[config.mk]
export PLATFORM = sky130hd
export DESIGN_NAME = ordered_list_table_engine_top_flat
export DESIGN_NICKNAME = d
export VERILOG_FILES = /design/src/design/olte_pkg.sv /design/src/design/olte_if.sv /design/src/design/olte_ctrl.sv /design/src/design/olte_dp.sv /design/src/design/ordered_list_table_engine_top.sv /design/src/flat_wrapper.sv
export SDC_FILE = /design/constraint.sdc
export NUM_CORES = 1
export LEC_CHECK = 0
export ABC_CLOCK_PERIOD_IN_PS = 7600
export BUFFER_PORTS_ARGS = -buffer_cell sky130_fd_sc_hd__clkbuf_2
export CAP_MARGIN = 20
export CORE_ASPECT_RATIO = 0.6
export CORE_MARGIN = 2
export CORE_UTILIZATION = 60
export CTS_BUF_LIST = sky130_fd_sc_hd__clkbuf_8
export CTS_CLUSTER_DIAMETER = 30
export DETAILED_ROUTE_END_ITERATION = 12
export PLACE_DENSITY = 0.88
export REMOVE_ABC_BUFFERS = 1
export SLEW_MARGIN = 10
export SYNTH_ARGS = -nofsm -noshare
export SYNTH_HDL_FRONTEND = slang
export SYNTH_SLANG_ARGS = --single-unit
export TNS_END_PERCENT = 5
[constraint.sdc]
create_clock -name clk -period 7.6 [get_ports clk]
set_input_delay 1.14 -clock clk [delete_from_list [all_inputs] [get_ports clk]]
set_output_delay 1.14 -clock clk [all_outputs]
set_load 0.1 [all_outputs]
[src/design/olte_pkg.sv]
// Shared constants, operation codes and control types of the ordered list table engine.
package olte_pkg;

  localparam int CAPACITY_DEF   = 16;
  localparam int ELEM_WIDTH_DEF = 32;

  localparam int KIND_W  = 3;
  localparam int POS_W   = 5;
  localparam int VALUE_W = 32;
  localparam int COUNT_W = 5;

  localparam logic [KIND_W-1:0] KIND_INSERT = 3'd0;
  localparam logic [KIND_W-1:0] KIND_DELETE = 3'd1;
  localparam logic [KIND_W-1:0] KIND_GET    = 3'd2;
  localparam logic [KIND_W-1:0] KIND_LOCATE = 3'd3;
  localparam logic [KIND_W-1:0] KIND_PRIOR  = 3'd4;
  localparam logic [KIND_W-1:0] KIND_NEXT   = 3'd5;

  // pointer load selects
  localparam logic [1:0] LD_NONE = 2'd0;
  localparam logic [1:0] LD_CNT  = 2'd1;
  localparam logic [1:0] LD_POS  = 2'd2;
  localparam logic [1:0] LD_ZERO = 2'd3;

  typedef struct packed {
    logic       take;
    logic [1:0] ld;
    logic       rinc;
    logic       rdec;
    logic       winc;
    logic       wdec;
    logic       we;
    logic       wr_val;
    logic       prev_ld;
    logic       clr_res;
    logic       cap_rdata;
    logic       cap_prev;
    logic       set_found;
    logic       set_ok;
    logic       cnt_inc;
    logic       cnt_dec;
    logic       load_out;
  } cmd_t;

  typedef struct packed {
    logic [KIND_W-1:0] kind;
    logic              pos_ok;
    logic              ins_ok;
    logic              pos_at_end;
    logic              cnt_zero;
    logic              w_eq_pos;
    logic              w1_eq_cnt;
    logic              w2_eq_cnt;
    logic              hit;
    logic              w_zero;
    logic              out_free;
  } stat_t;

endpackage

[src/design/olte_if.sv]
// Valid/ready channel interfaces for operation requests and results.
interface olte_req_if;
  import olte_pkg::*;
  logic               valid;
  logic               ready;
  logic [KIND_W-1:0]  kind;
  logic [POS_W-1:0]   position;
  logic [VALUE_W-1:0] value;
  modport source (output valid, kind, position, value, input ready);
  modport sink (input valid, kind, position, value, output ready);
endinterface

interface olte_rsp_if;
  import olte_pkg::*;
  logic               valid;
  logic               ready;
  logic               status;
  logic [VALUE_W-1:0] data;
  logic [POS_W-1:0]   found_at;
  logic [COUNT_W-1:0] count;
  logic               is_empty;
  modport source (output valid, status, data, found_at, count, is_empty, input ready);
  modport sink (input valid, status, data, found_at, count, is_empty, output ready);
endinterface

[src/design/olte_ctrl.sv]
// Operation sequencer: walks insert, delete, read and search through the element RAM.
module olte_ctrl (
  input  logic           clk,
  input  logic           rst,
  input  logic           req_valid,
  output logic           req_ready,
  input  olte_pkg::stat_t stat,
  output olte_pkg::cmd_t  cmd
);
  import olte_pkg::*;

  localparam logic [3:0] ST_IDLE      = 4'd0;
  localparam logic [3:0] ST_DECIDE    = 4'd1;
  localparam logic [3:0] ST_INS_PRE   = 4'd2;
  localparam logic [3:0] ST_INS_SHIFT = 4'd3;
  localparam logic [3:0] ST_INS_PUT   = 4'd4;
  localparam logic [3:0] ST_RD_PRE    = 4'd5;
  localparam logic [3:0] ST_RD_HEAD   = 4'd6;
  localparam logic [3:0] ST_DEL_SHIFT = 4'd7;
  localparam logic [3:0] ST_SRCH_PRE  = 4'd8;
  localparam logic [3:0] ST_SRCH      = 4'd9;
  localparam logic [3:0] ST_NEXT_GET  = 4'd10;
  localparam logic [3:0] ST_FINISH    = 4'd11;

  logic [3:0] state;
  logic [3:0] state_next;

  always_ff @(posedge clk) begin
    if (rst) begin
      state <= ST_IDLE;
    end else begin
      state <= state_next;
    end
  end

  always_comb begin
    cmd        = '0;
    req_ready  = 1'b0;
    state_next = state;
    unique case (state)
      ST_IDLE: begin
        req_ready = 1'b1;
        if (req_valid) begin
          cmd.take   = 1'b1;
          state_next = ST_DECIDE;
        end
      end
      ST_DECIDE: begin
        cmd.clr_res = 1'b1;
        state_next  = ST_FINISH;
        unique case (stat.kind) inside
          KIND_INSERT: begin
            if (stat.ins_ok) begin
              cmd.ld     = LD_CNT;
              state_next = stat.pos_at_end ? ST_INS_PUT : ST_INS_PRE;
            end
          end
          KIND_DELETE, KIND_GET: begin
            if (stat.pos_ok) begin
              cmd.ld     = LD_POS;
              state_next = ST_RD_PRE;
            end
          end
          KIND_LOCATE, KIND_PRIOR, KIND_NEXT: begin
            if (!stat.cnt_zero) begin
              cmd.ld     = LD_ZERO;
              state_next = ST_SRCH_PRE;
            end
          end
          default: state_next = ST_FINISH;
        endcase
      end
      ST_INS_PRE: begin
        cmd.rdec   = 1'b1;
        state_next = ST_INS_SHIFT;
      end
      ST_INS_SHIFT: begin
        cmd.we   = 1'b1;
        cmd.rdec = 1'b1;
        cmd.wdec = 1'b1;
        if (stat.w_eq_pos) begin
          state_next = ST_INS_PUT;
        end
      end
      ST_INS_PUT: begin
        cmd.we      = 1'b1;
        cmd.wr_val  = 1'b1;
        cmd.cnt_inc = 1'b1;
        cmd.set_ok  = 1'b1;
        state_next  = ST_FINISH;
      end
      ST_RD_PRE: begin
        cmd.rinc   = 1'b1;
        state_next = ST_RD_HEAD;
      end
      ST_RD_HEAD: begin
        cmd.cap_rdata = 1'b1;
        cmd.set_ok    = 1'b1;
        cmd.rinc      = 1'b1;
        if (stat.kind == KIND_GET) begin
          state_next = ST_FINISH;
        end else if (stat.w1_eq_cnt) begin
          cmd.cnt_dec = 1'b1;
          state_next  = ST_FINISH;
        end else begin
          state_next = ST_DEL_SHIFT;
        end
      end
      ST_DEL_SHIFT: begin
        cmd.we   = 1'b1;
        cmd.winc = 1'b1;
        cmd.rinc = 1'b1;
        if (stat.w2_eq_cnt) begin
          cmd.cnt_dec = 1'b1;
          state_next  = ST_FINISH;
        end
      end
      ST_SRCH_PRE: begin
        cmd.rinc   = 1'b1;
        state_next = ST_SRCH;
      end
      ST_SRCH: begin
        if (stat.hit) begin
          state_next = ST_FINISH;
          case (stat.kind)
            KIND_LOCATE: begin
              cmd.set_found = 1'b1;
              cmd.set_ok    = 1'b1;
            end
            KIND_PRIOR: begin
              if (!stat.w_zero) begin
                cmd.cap_prev = 1'b1;
                cmd.set_ok   = 1'b1;
              end
            end
            default: begin
              if (!stat.w1_eq_cnt) begin
                state_next = ST_NEXT_GET;
              end
            end
          endcase
        end else if (stat.w1_eq_cnt) begin
          state_next = ST_FINISH;
        end else begin
          cmd.winc    = 1'b1;
          cmd.rinc    = 1'b1;
          cmd.prev_ld = 1'b1;
        end
      end
      ST_NEXT_GET: begin
        cmd.cap_rdata = 1'b1;
        cmd.set_ok    = 1'b1;
        state_next    = ST_FINISH;
      end
      ST_FINISH: begin
        if (stat.out_free) begin
          cmd.load_out = 1'b1;
          state_next   = ST_IDLE;
        end
      end
      default: state_next = ST_IDLE;
    endcase
  end

endmodule

[src/design/olte_dp.sv]
// Datapath: element RAM, pointers, element count, result and output registers.
module olte_dp #(
  parameter int CAPACITY   = olte_pkg::CAPACITY_DEF,
  parameter int ELEM_WIDTH = olte_pkg::ELEM_WIDTH_DEF
) (
  input  logic                         clk,
  input  logic                         rst,
  input  olte_pkg::cmd_t               cmd,
  output olte_pkg::stat_t              stat,
  input  logic [olte_pkg::KIND_W-1:0]  req_kind,
  input  logic [olte_pkg::POS_W-1:0]   req_position,
  input  logic [olte_pkg::VALUE_W-1:0] req_value,
  input  logic                         rsp_ready,
  output logic                         rsp_valid,
  output logic                         rsp_status,
  output logic [olte_pkg::VALUE_W-1:0] rsp_data,
  output logic [olte_pkg::POS_W-1:0]   rsp_found_at,
  output logic [olte_pkg::COUNT_W-1:0] rsp_count,
  output logic                         rsp_is_empty
);
  import olte_pkg::*;

  localparam int AW = $clog2(CAPACITY);
  localparam int CW = $clog2(CAPACITY + 1);
  localparam int XW = ((CW > POS_W) ? CW : POS_W) + 1;

  logic [ELEM_WIDTH-1:0] mem [CAPACITY];
  logic [ELEM_WIDTH-1:0] rdata;
  logic [ELEM_WIDTH-1:0] prev;
  logic [ELEM_WIDTH-1:0] val_r;
  logic [KIND_W-1:0]     kind_r;
  logic [POS_W-1:0]      pos_r;
  logic [AW-1:0]         rptr;
  logic [AW-1:0]         wptr;
  logic [CW-1:0]         count;
  logic                  res_status;
  logic [ELEM_WIDTH-1:0] res_data;
  logic [CW-1:0]         res_found;

  logic [63:0]           val_wide;
  logic [63:0]           res_wide;
  logic [POS_W-1:0]      pos_m1;
  logic [XW-1:0]         pos_x;
  logic [XW-1:0]         cnt_x;
  logic [XW-1:0]         w_x;
  logic [XW-1:0]         found_x;

  assign val_wide = 64'(req_value);
  assign res_wide = 64'(res_data);
  assign pos_m1   = pos_r - 1'b1;
  assign pos_x    = XW'(pos_r);
  assign cnt_x    = XW'(count);
  assign w_x      = XW'(wptr);
  assign found_x  = XW'(res_found);

  always_comb begin
    stat.kind       = kind_r;
    stat.pos_ok     = (pos_x != '0) && (pos_x <= cnt_x);
    stat.ins_ok     = (pos_x != '0) && (pos_x <= cnt_x + 1'b1) && (cnt_x < XW'(CAPACITY));
    stat.pos_at_end = (pos_x == cnt_x + 1'b1);
    stat.cnt_zero   = (count == '0);
    stat.w_eq_pos   = (w_x == pos_x);
    stat.w1_eq_cnt  = (w_x + XW'(1) == cnt_x);
    stat.w2_eq_cnt  = (w_x + XW'(2) == cnt_x);
    stat.hit        = (rdata == val_r);
    stat.w_zero     = (wptr == '0);
    stat.out_free   = !rsp_valid || rsp_ready;
  end

  always_ff @(posedge clk) begin
    if (cmd.take) begin
      kind_r <= req_kind;
      pos_r  <= req_position;
      val_r  <= val_wide[ELEM_WIDTH-1:0];
    end
    case (cmd.ld)
      LD_CNT: begin
        wptr <= AW'(count);
        rptr <= AW'(count) - 1'b1;
      end
      LD_POS: begin
        wptr <= AW'(pos_m1);
        rptr <= AW'(pos_m1);
      end
      LD_ZERO: begin
        wptr <= '0;
        rptr <= '0;
      end
      default: begin
        if (cmd.winc) wptr <= wptr + 1'b1;
        if (cmd.wdec) wptr <= wptr - 1'b1;
        if (cmd.rinc) rptr <= rptr + 1'b1;
        if (cmd.rdec) rptr <= rptr - 1'b1;
      end
    endcase
    if (cmd.prev_ld) prev <= rdata;
    if (cmd.clr_res) begin
      res_status <= 1'b1;
      res_data   <= '0;
      res_found  <= '0;
    end
    if (cmd.cap_rdata) res_data <= rdata;
    if (cmd.cap_prev) res_data <= prev;
    if (cmd.set_found) res_found <= CW'(wptr) + 1'b1;
    if (cmd.set_ok) res_status <= 1'b0;
  end

  always_ff @(posedge clk) begin
    if (cmd.we) begin
      mem[wptr] <= cmd.wr_val ? val_r : rdata;
    end
    rdata <= mem[rptr];
  end

  always_ff @(posedge clk) begin
    if (rst) begin
      count <= '0;
    end else if (cmd.cnt_inc) begin
      count <= count + 1'b1;
    end else if (cmd.cnt_dec) begin
      count <= count - 1'b1;
    end
  end

  always_ff @(posedge clk) begin
    if (rst) begin
      rsp_valid <= 1'b0;
    end else if (cmd.load_out) begin
      rsp_valid <= 1'b1;
    end else if (rsp_ready) begin
      rsp_valid <= 1'b0;
    end
  end

  always_ff @(posedge clk) begin
    if (cmd.load_out) begin
      rsp_status   <= res_status;
      rsp_data     <= res_wide[VALUE_W-1:0];
      rsp_found_at <= found_x[POS_W-1:0];
      rsp_count    <= cnt_x[COUNT_W-1:0];
      rsp_is_empty <= (count == '0);
    end
  end

endmodule

[src/design/ordered_list_table_engine_top.sv]
// Top level of the ordered list table engine.
//
//   channel  role    carries
//   req      sink    kind, position, value
//   rsp      source  status, data, found_at, count, is_empty
//
// One element moves or is compared per cycle through the element RAM (one read, one write port).
// Get reads the element at position, delete also shifts the later elements down, insert shifts
// elements up from the end and then writes the value (directly when appending), a search compares
// from the head; an item rejected at decode, or a search of an empty list, goes to the result.
// The next item is taken once the result sits in the output register.
// Synchronous reset empties the list and drops any pending result; RAM is not cleared.
module ordered_list_table_engine_top #(
  parameter int CAPACITY   = olte_pkg::CAPACITY_DEF,
  parameter int ELEM_WIDTH = olte_pkg::ELEM_WIDTH_DEF
) (
  input logic       clk,
  input logic       rst,
  olte_req_if.sink  req,
  olte_rsp_if.source rsp
);
  import olte_pkg::*;

  cmd_t  cmd;
  stat_t stat;

  olte_ctrl u_ctrl (
    .clk       (clk),
    .rst       (rst),
    .req_valid (req.valid),
    .req_ready (req.ready),
    .stat      (stat),
    .cmd       (cmd)
  );

  olte_dp #(
    .CAPACITY   (CAPACITY),
    .ELEM_WIDTH (ELEM_WIDTH)
  ) u_dp (
    .clk          (clk),
    .rst          (rst),
    .cmd          (cmd),
    .stat         (stat),
    .req_kind     (req.kind),
    .req_position (req.position),
    .req_value    (req.value),
    .rsp_ready    (rsp.ready),
    .rsp_valid    (rsp.valid),
    .rsp_status   (rsp.status),
    .rsp_data     (rsp.data),
    .rsp_found_at (rsp.found_at),
    .rsp_count    (rsp.count),
    .rsp_is_empty (rsp.is_empty)
  );

endmodule

[src/flat_wrapper.sv]
// flat-port wrapper written by rule: the top's interface ports become plain ports
module ordered_list_table_engine_top_flat import olte_pkg::*;
#(
  parameter int CAPACITY   = olte_pkg::CAPACITY_DEF,
  parameter int ELEM_WIDTH = olte_pkg::ELEM_WIDTH_DEF
)
  (clk, rst, req_valid, req_kind, req_position, req_value, req_ready, rsp_valid, rsp_status, rsp_data, rsp_found_at, rsp_count, rsp_is_empty, rsp_ready);
  olte_req_if req_i ();
  olte_rsp_if rsp_i ();
  input logic clk;
  input logic rst;
  input wire logic [$bits(req_i.valid)-1:0] req_valid;
  input wire logic [$bits(req_i.kind)-1:0] req_kind;
  input wire logic [$bits(req_i.position)-1:0] req_position;
  input wire logic [$bits(req_i.value)-1:0] req_value;
  output wire logic [$bits(req_i.ready)-1:0] req_ready;
  output wire logic [$bits(rsp_i.valid)-1:0] rsp_valid;
  output wire logic [$bits(rsp_i.status)-1:0] rsp_status;
  output wire logic [$bits(rsp_i.data)-1:0] rsp_data;
  output wire logic [$bits(rsp_i.found_at)-1:0] rsp_found_at;
  output wire logic [$bits(rsp_i.count)-1:0] rsp_count;
  output wire logic [$bits(rsp_i.is_empty)-1:0] rsp_is_empty;
  input wire logic [$bits(rsp_i.ready)-1:0] rsp_ready;
  assign req_i.valid = req_valid;
  assign req_i.kind = req_kind;
  assign req_i.position = req_position;
  assign req_i.value = req_value;
  assign req_ready = req_i.ready;
  assign rsp_valid = rsp_i.valid;
  assign rsp_status = rsp_i.status;
  assign rsp_data = rsp_i.data;
  assign rsp_found_at = rsp_i.found_at;
  assign rsp_count = rsp_i.count;
  assign rsp_is_empty = rsp_i.is_empty;
  assign rsp_i.ready = rsp_ready;
  ordered_list_table_engine_top #(.CAPACITY(CAPACITY), .ELEM_WIDTH(ELEM_WIDTH)) u_core (.clk(clk), .rst(rst), .req(req_i), .rsp(rsp_i));
endmodule
==> results.py <==
metrics = {
    "yosys": {
        "avgSynthCellArea_um2": 21.0,
        "syn_area_mm2": 0.0279,
        "synthTopCellsByArea": "edfxtp_1, mux4_2, dfxtp_1",
        "synth-seq-cells": 716,
        "async_flop_share_pct": 0,
        "synth_top_cell_area_share_pct": 72.4,
        "synth-main-ff-cell": "edfxtp_1",
        "synth_commonest_cells": "edfxtp_1, mux4_2, xnor2_1",
        "syn_inst": 1330,
        "synth_warnings": 0,
        "yosysSeqAreaShare_pct": 75.5,
        "synth-edff-count": 673,
        "ys_types": 70,
        "yosysMostFrequentCell": "edfxtp_1",
        "synth_area_leader_cell": "edfxtp_1",
    },
    "clock_network": {
        "root_buffer": "clkbuf_8",
        "clockBufferDepth": 3,
        "cts_tree": "done",
        "cts_hold_buf": 0,
        "cts-buffers-inserted": 102,
        "clk_latency_ps": 680,
        "postCtsSetupBuffers": 0,
        "clock-sinks": 716,
        "cts.clk_slew.worst_paths_ps": 60,
        "ctsResizeCount": 0,
        "cts_max_level": 3,
    },
    "worst_setup_path": {
        "start_kind": "register",
        "cp_max_fo": 33,
        "cp-startpoint": "u_core.u_dp.val_r[5]",
        "critPathArrivalTime_ps": 4240,
        "regToRegEndpoint": "u_core.u_dp.res_data[9]",
        "rrSetupSlack_ps": 3650,
        "worst_ep_required_time_ps": 7890,
        "criticalPathCategory": "register to register",
        "r2r_cells": 8,
        "r2r_start": "u_core.u_dp.val_r[5]",
        "crit_path_end": "u_core.u_dp.res_data[9]",
        "slowest_delay_ps": 790,
        "end_kind": "register",
        "crit_chain": "xnor2_1 > nand4_1 > nor4_1 > nand2_1 > nor3_4 > buf_4 > nor2_1 > nand2_2",
        "crit_path_top_delay_cell": "nor4_1",
    },
    "place": {
        "port-buffer-count": 89,
        "gp_congestion": 0.863,
        "place_hpwl_um": 35500,
    },
    "global_routing": {
        "grt.total_usage_pct": 26.9,
        "grt_pass1_wl_um": 91500,
        "grt-ovfl-total": 0,
        "antenna_found_initial": 1,
        "grt_pass1_vias": 14100,
        "grt_max_degree": 131,
    },
    "status": {
        "status": "complete, no violations",
    },
    "floorplanning": {
        "die_w_um": 283,
        "die_height_um": 171,
        "io_pins": 90,
        "core_area_mm2": 0.0461,
        "start_util_pct": 60.6,
        "die_area_mm2": 0.0483,
        "rows": 61,
    },
    "cells_and_area": {
        "drive_gt1_share_pct": 31.1,
        "syn_to_final_growth_pct": 12.4,
        "nNetsFinal": 1562,
    },
    "min_path": {
        "worstHoldPathType": "register to register",
        "holdCritStartpoint": "u_core.u_dp.res_found[4]",
    },
    "sta": {
        "fmax_mhz": 253,
        "period_minus_slack_ps": 3950,
        "hold_violations": 0,
        "setup_viol": 0,
        "slew_headroom_pct": 37.3,
        "clock_skew_ps": 37.0,
        "setup_tns_ps": 0,
        "rsz0062_at_grt": "false",
        "worstMarginPinSlew_ps": 916,
        "finalCritPeriodShare_pct": 52.0,
        "drv_slew": 0,
    },
    "route": {
        "viasPerCell": 6.40,
        "wl_per_cell_um": 28.5,
        "vias": 14100,
        "drt_pass1_iterations": 5,
        "wl_um": 63100,
        "drc": 0,
        "antenna_left": 0,
        "drt_iter0_markers": 1908,
    },
    "power": {
        "swShare_pct": 31.0,
        "max-vdd-ir-drop_mv": 0.258,
        "power_density_mw_per_mm2": 382,
        "p_int_mw": 8.26,
        "clkPwrFrac_pct": 25.6,
        "p_seq_share_pct": 47.1,
        "p_leak_nw": 10.4,
        "p_total_mw": 12.0,
        "p_sw_mw": 3.72,
        "comb_power_share_pct": 27.3,
    },
    "flow_run": {
        "cap_violations": 0,
    },
}
-- layout by cell type, fill, tap and decap left out, types with 7 or more instances in the layout --
master | netlist | final
mux2_2 | 32 | 32
nand3_1 | 11 | 10
buf_4 | 0 | 24
xor2_1 | 8 | 8
mux4_2 | 160 | 160
dfxtp_1 | 43 | 43
clkinv_2 | 0 | 11
inv_1 | 20 | 56
nand2b_1 | 8 | 8
o21ai_0 | 7 | 7
nor3_1 | 13 | 8
nand2_1 | 27 | 26
ha_1 | 27 | 27
a22o_1 | 32 | 32
nor2_4 | 0 | 12
xnor2_1 | 53 | 53
nor2_1 | 43 | 31
clkinv_1 | 0 | 13
nand4_1 | 8 | 8
clkbuf_2 | 0 | 90
clkbuf_8 | 0 | 113
edfxtp_1 | 673 | 673
a21oi_1 | 15 | 15
-- power by group through the flow --
stage	logic (mW)	registers [mW]	clock network, mW
floorplan	2.21	5.93	0
global placement	3.10	5.67	0
detailed placement	3.24	5.71	0
CTS	3.25	5.63	3.10
global route	3.51	5.67	3.27
finish	3.27	5.64	3.07
-- through the flow --
stage	setup slack [ps]	instance area, µm²	hold WS (ps)	std cells	utilization, %
2_1_floorplan	1160	27700	400	1267	-
3_3_place_gp	3940	29300	407	2012	63.5
3_5_place_dp	3810	29300	408	2012	63.5
4_1_cts	3720	31400	420	2206	68.0
5_1_grt	3490	31400	439	2208	68.1
6_report	3650	31400	428	2209	68.1
-- kinds of logic (layout without fill, tap and decap cells) --
| group | after synthesis | count (layout) | synth area share, % |
|---|---|---|---|
| mux | 196 | 196 | 14.3 |
| flops | 716 | 716 | 75.5 |
| fa+ha+maj | 30 | 30 | 1.42 |
| buf+inv | 83 | 331 | 1.21 |
| other cells | 0 | 1 | 0 |
| simple gates | 142 | 142 | 2.63 |
| xor+xnor | 62 | 62 | 1.99 |
| compound gates | 101 | 101 | 2.94 |
-- worst min-delay path by stage --
stage	cells past startpoint	slack [ps]	endpoint
finish	0	430	u_core.u_dp.rsp_found_at[4]
global route	0	440	u_core.u_dp.rsp_found_at[3]
CTS	0	420	u_core.u_dp.rsp_found_at[4]
detailed placement	0	410	u_core.u_dp.rsp_data[7]
global placement	0	410	u_core.u_dp.rsp_found_at[1]
floorplan	0	400	u_core.u_dp.rsp_data[0]
-- critical path, delay by kind of cell, from the launching register on --
kind	cells	cell delay [ps]
simple gates	6	2460
buf+inv	1	450
flops	1	420
xor+xnor	1	220
-- layout make-up --
| cell class | instances | area [µm²] |
|---|---|---|
| sequential | 716 | 21100 |
| antenna | 1 | 2.50 |
| fill | 2738 | 14700 |
| timing repair buffer | 117 | 691 |
| clock buffer | 113 | 1560 |
| inverter | 20 | 75.1 |
| tap | 630 | 788 |
| multi-input combinational | 531 | 6660 |
| clock inverter | 81 | 551 |
-- metal layers --
| layer | wire, µm | track usage [%] |
|---|---|---|
| met1 | 24500 | 39.1 |
| met2 | 29000 | 39.9 |
| met3 | 7860 | 7.52 |
| met4 | 1710 | 8.74 |
| met5 | 0 | 0 |
-- sequential cells by signal, summed over array words and instances, names as in the netlist, 3 cells and up --
register,count
u_core.u_ctrl.state,4
u_core.u_dp.count,5
u_core.u_dp.kind_r,3
u_core.u_dp.mem,512
u_core.u_dp.pos_r,5
u_core.u_dp.prev,32
u_core.u_dp.rdata,32
u_core.u_dp.res_data,32
u_core.u_dp.res_found,5
u_core.u_dp.rptr,4
u_core.u_dp.rsp_count,5
u_core.u_dp.rsp_data,32
u_core.u_dp.rsp_found_at,5
u_core.u_dp.val_r,32
u_core.u_dp.wptr,4
(Power assumes the default switching activity.)
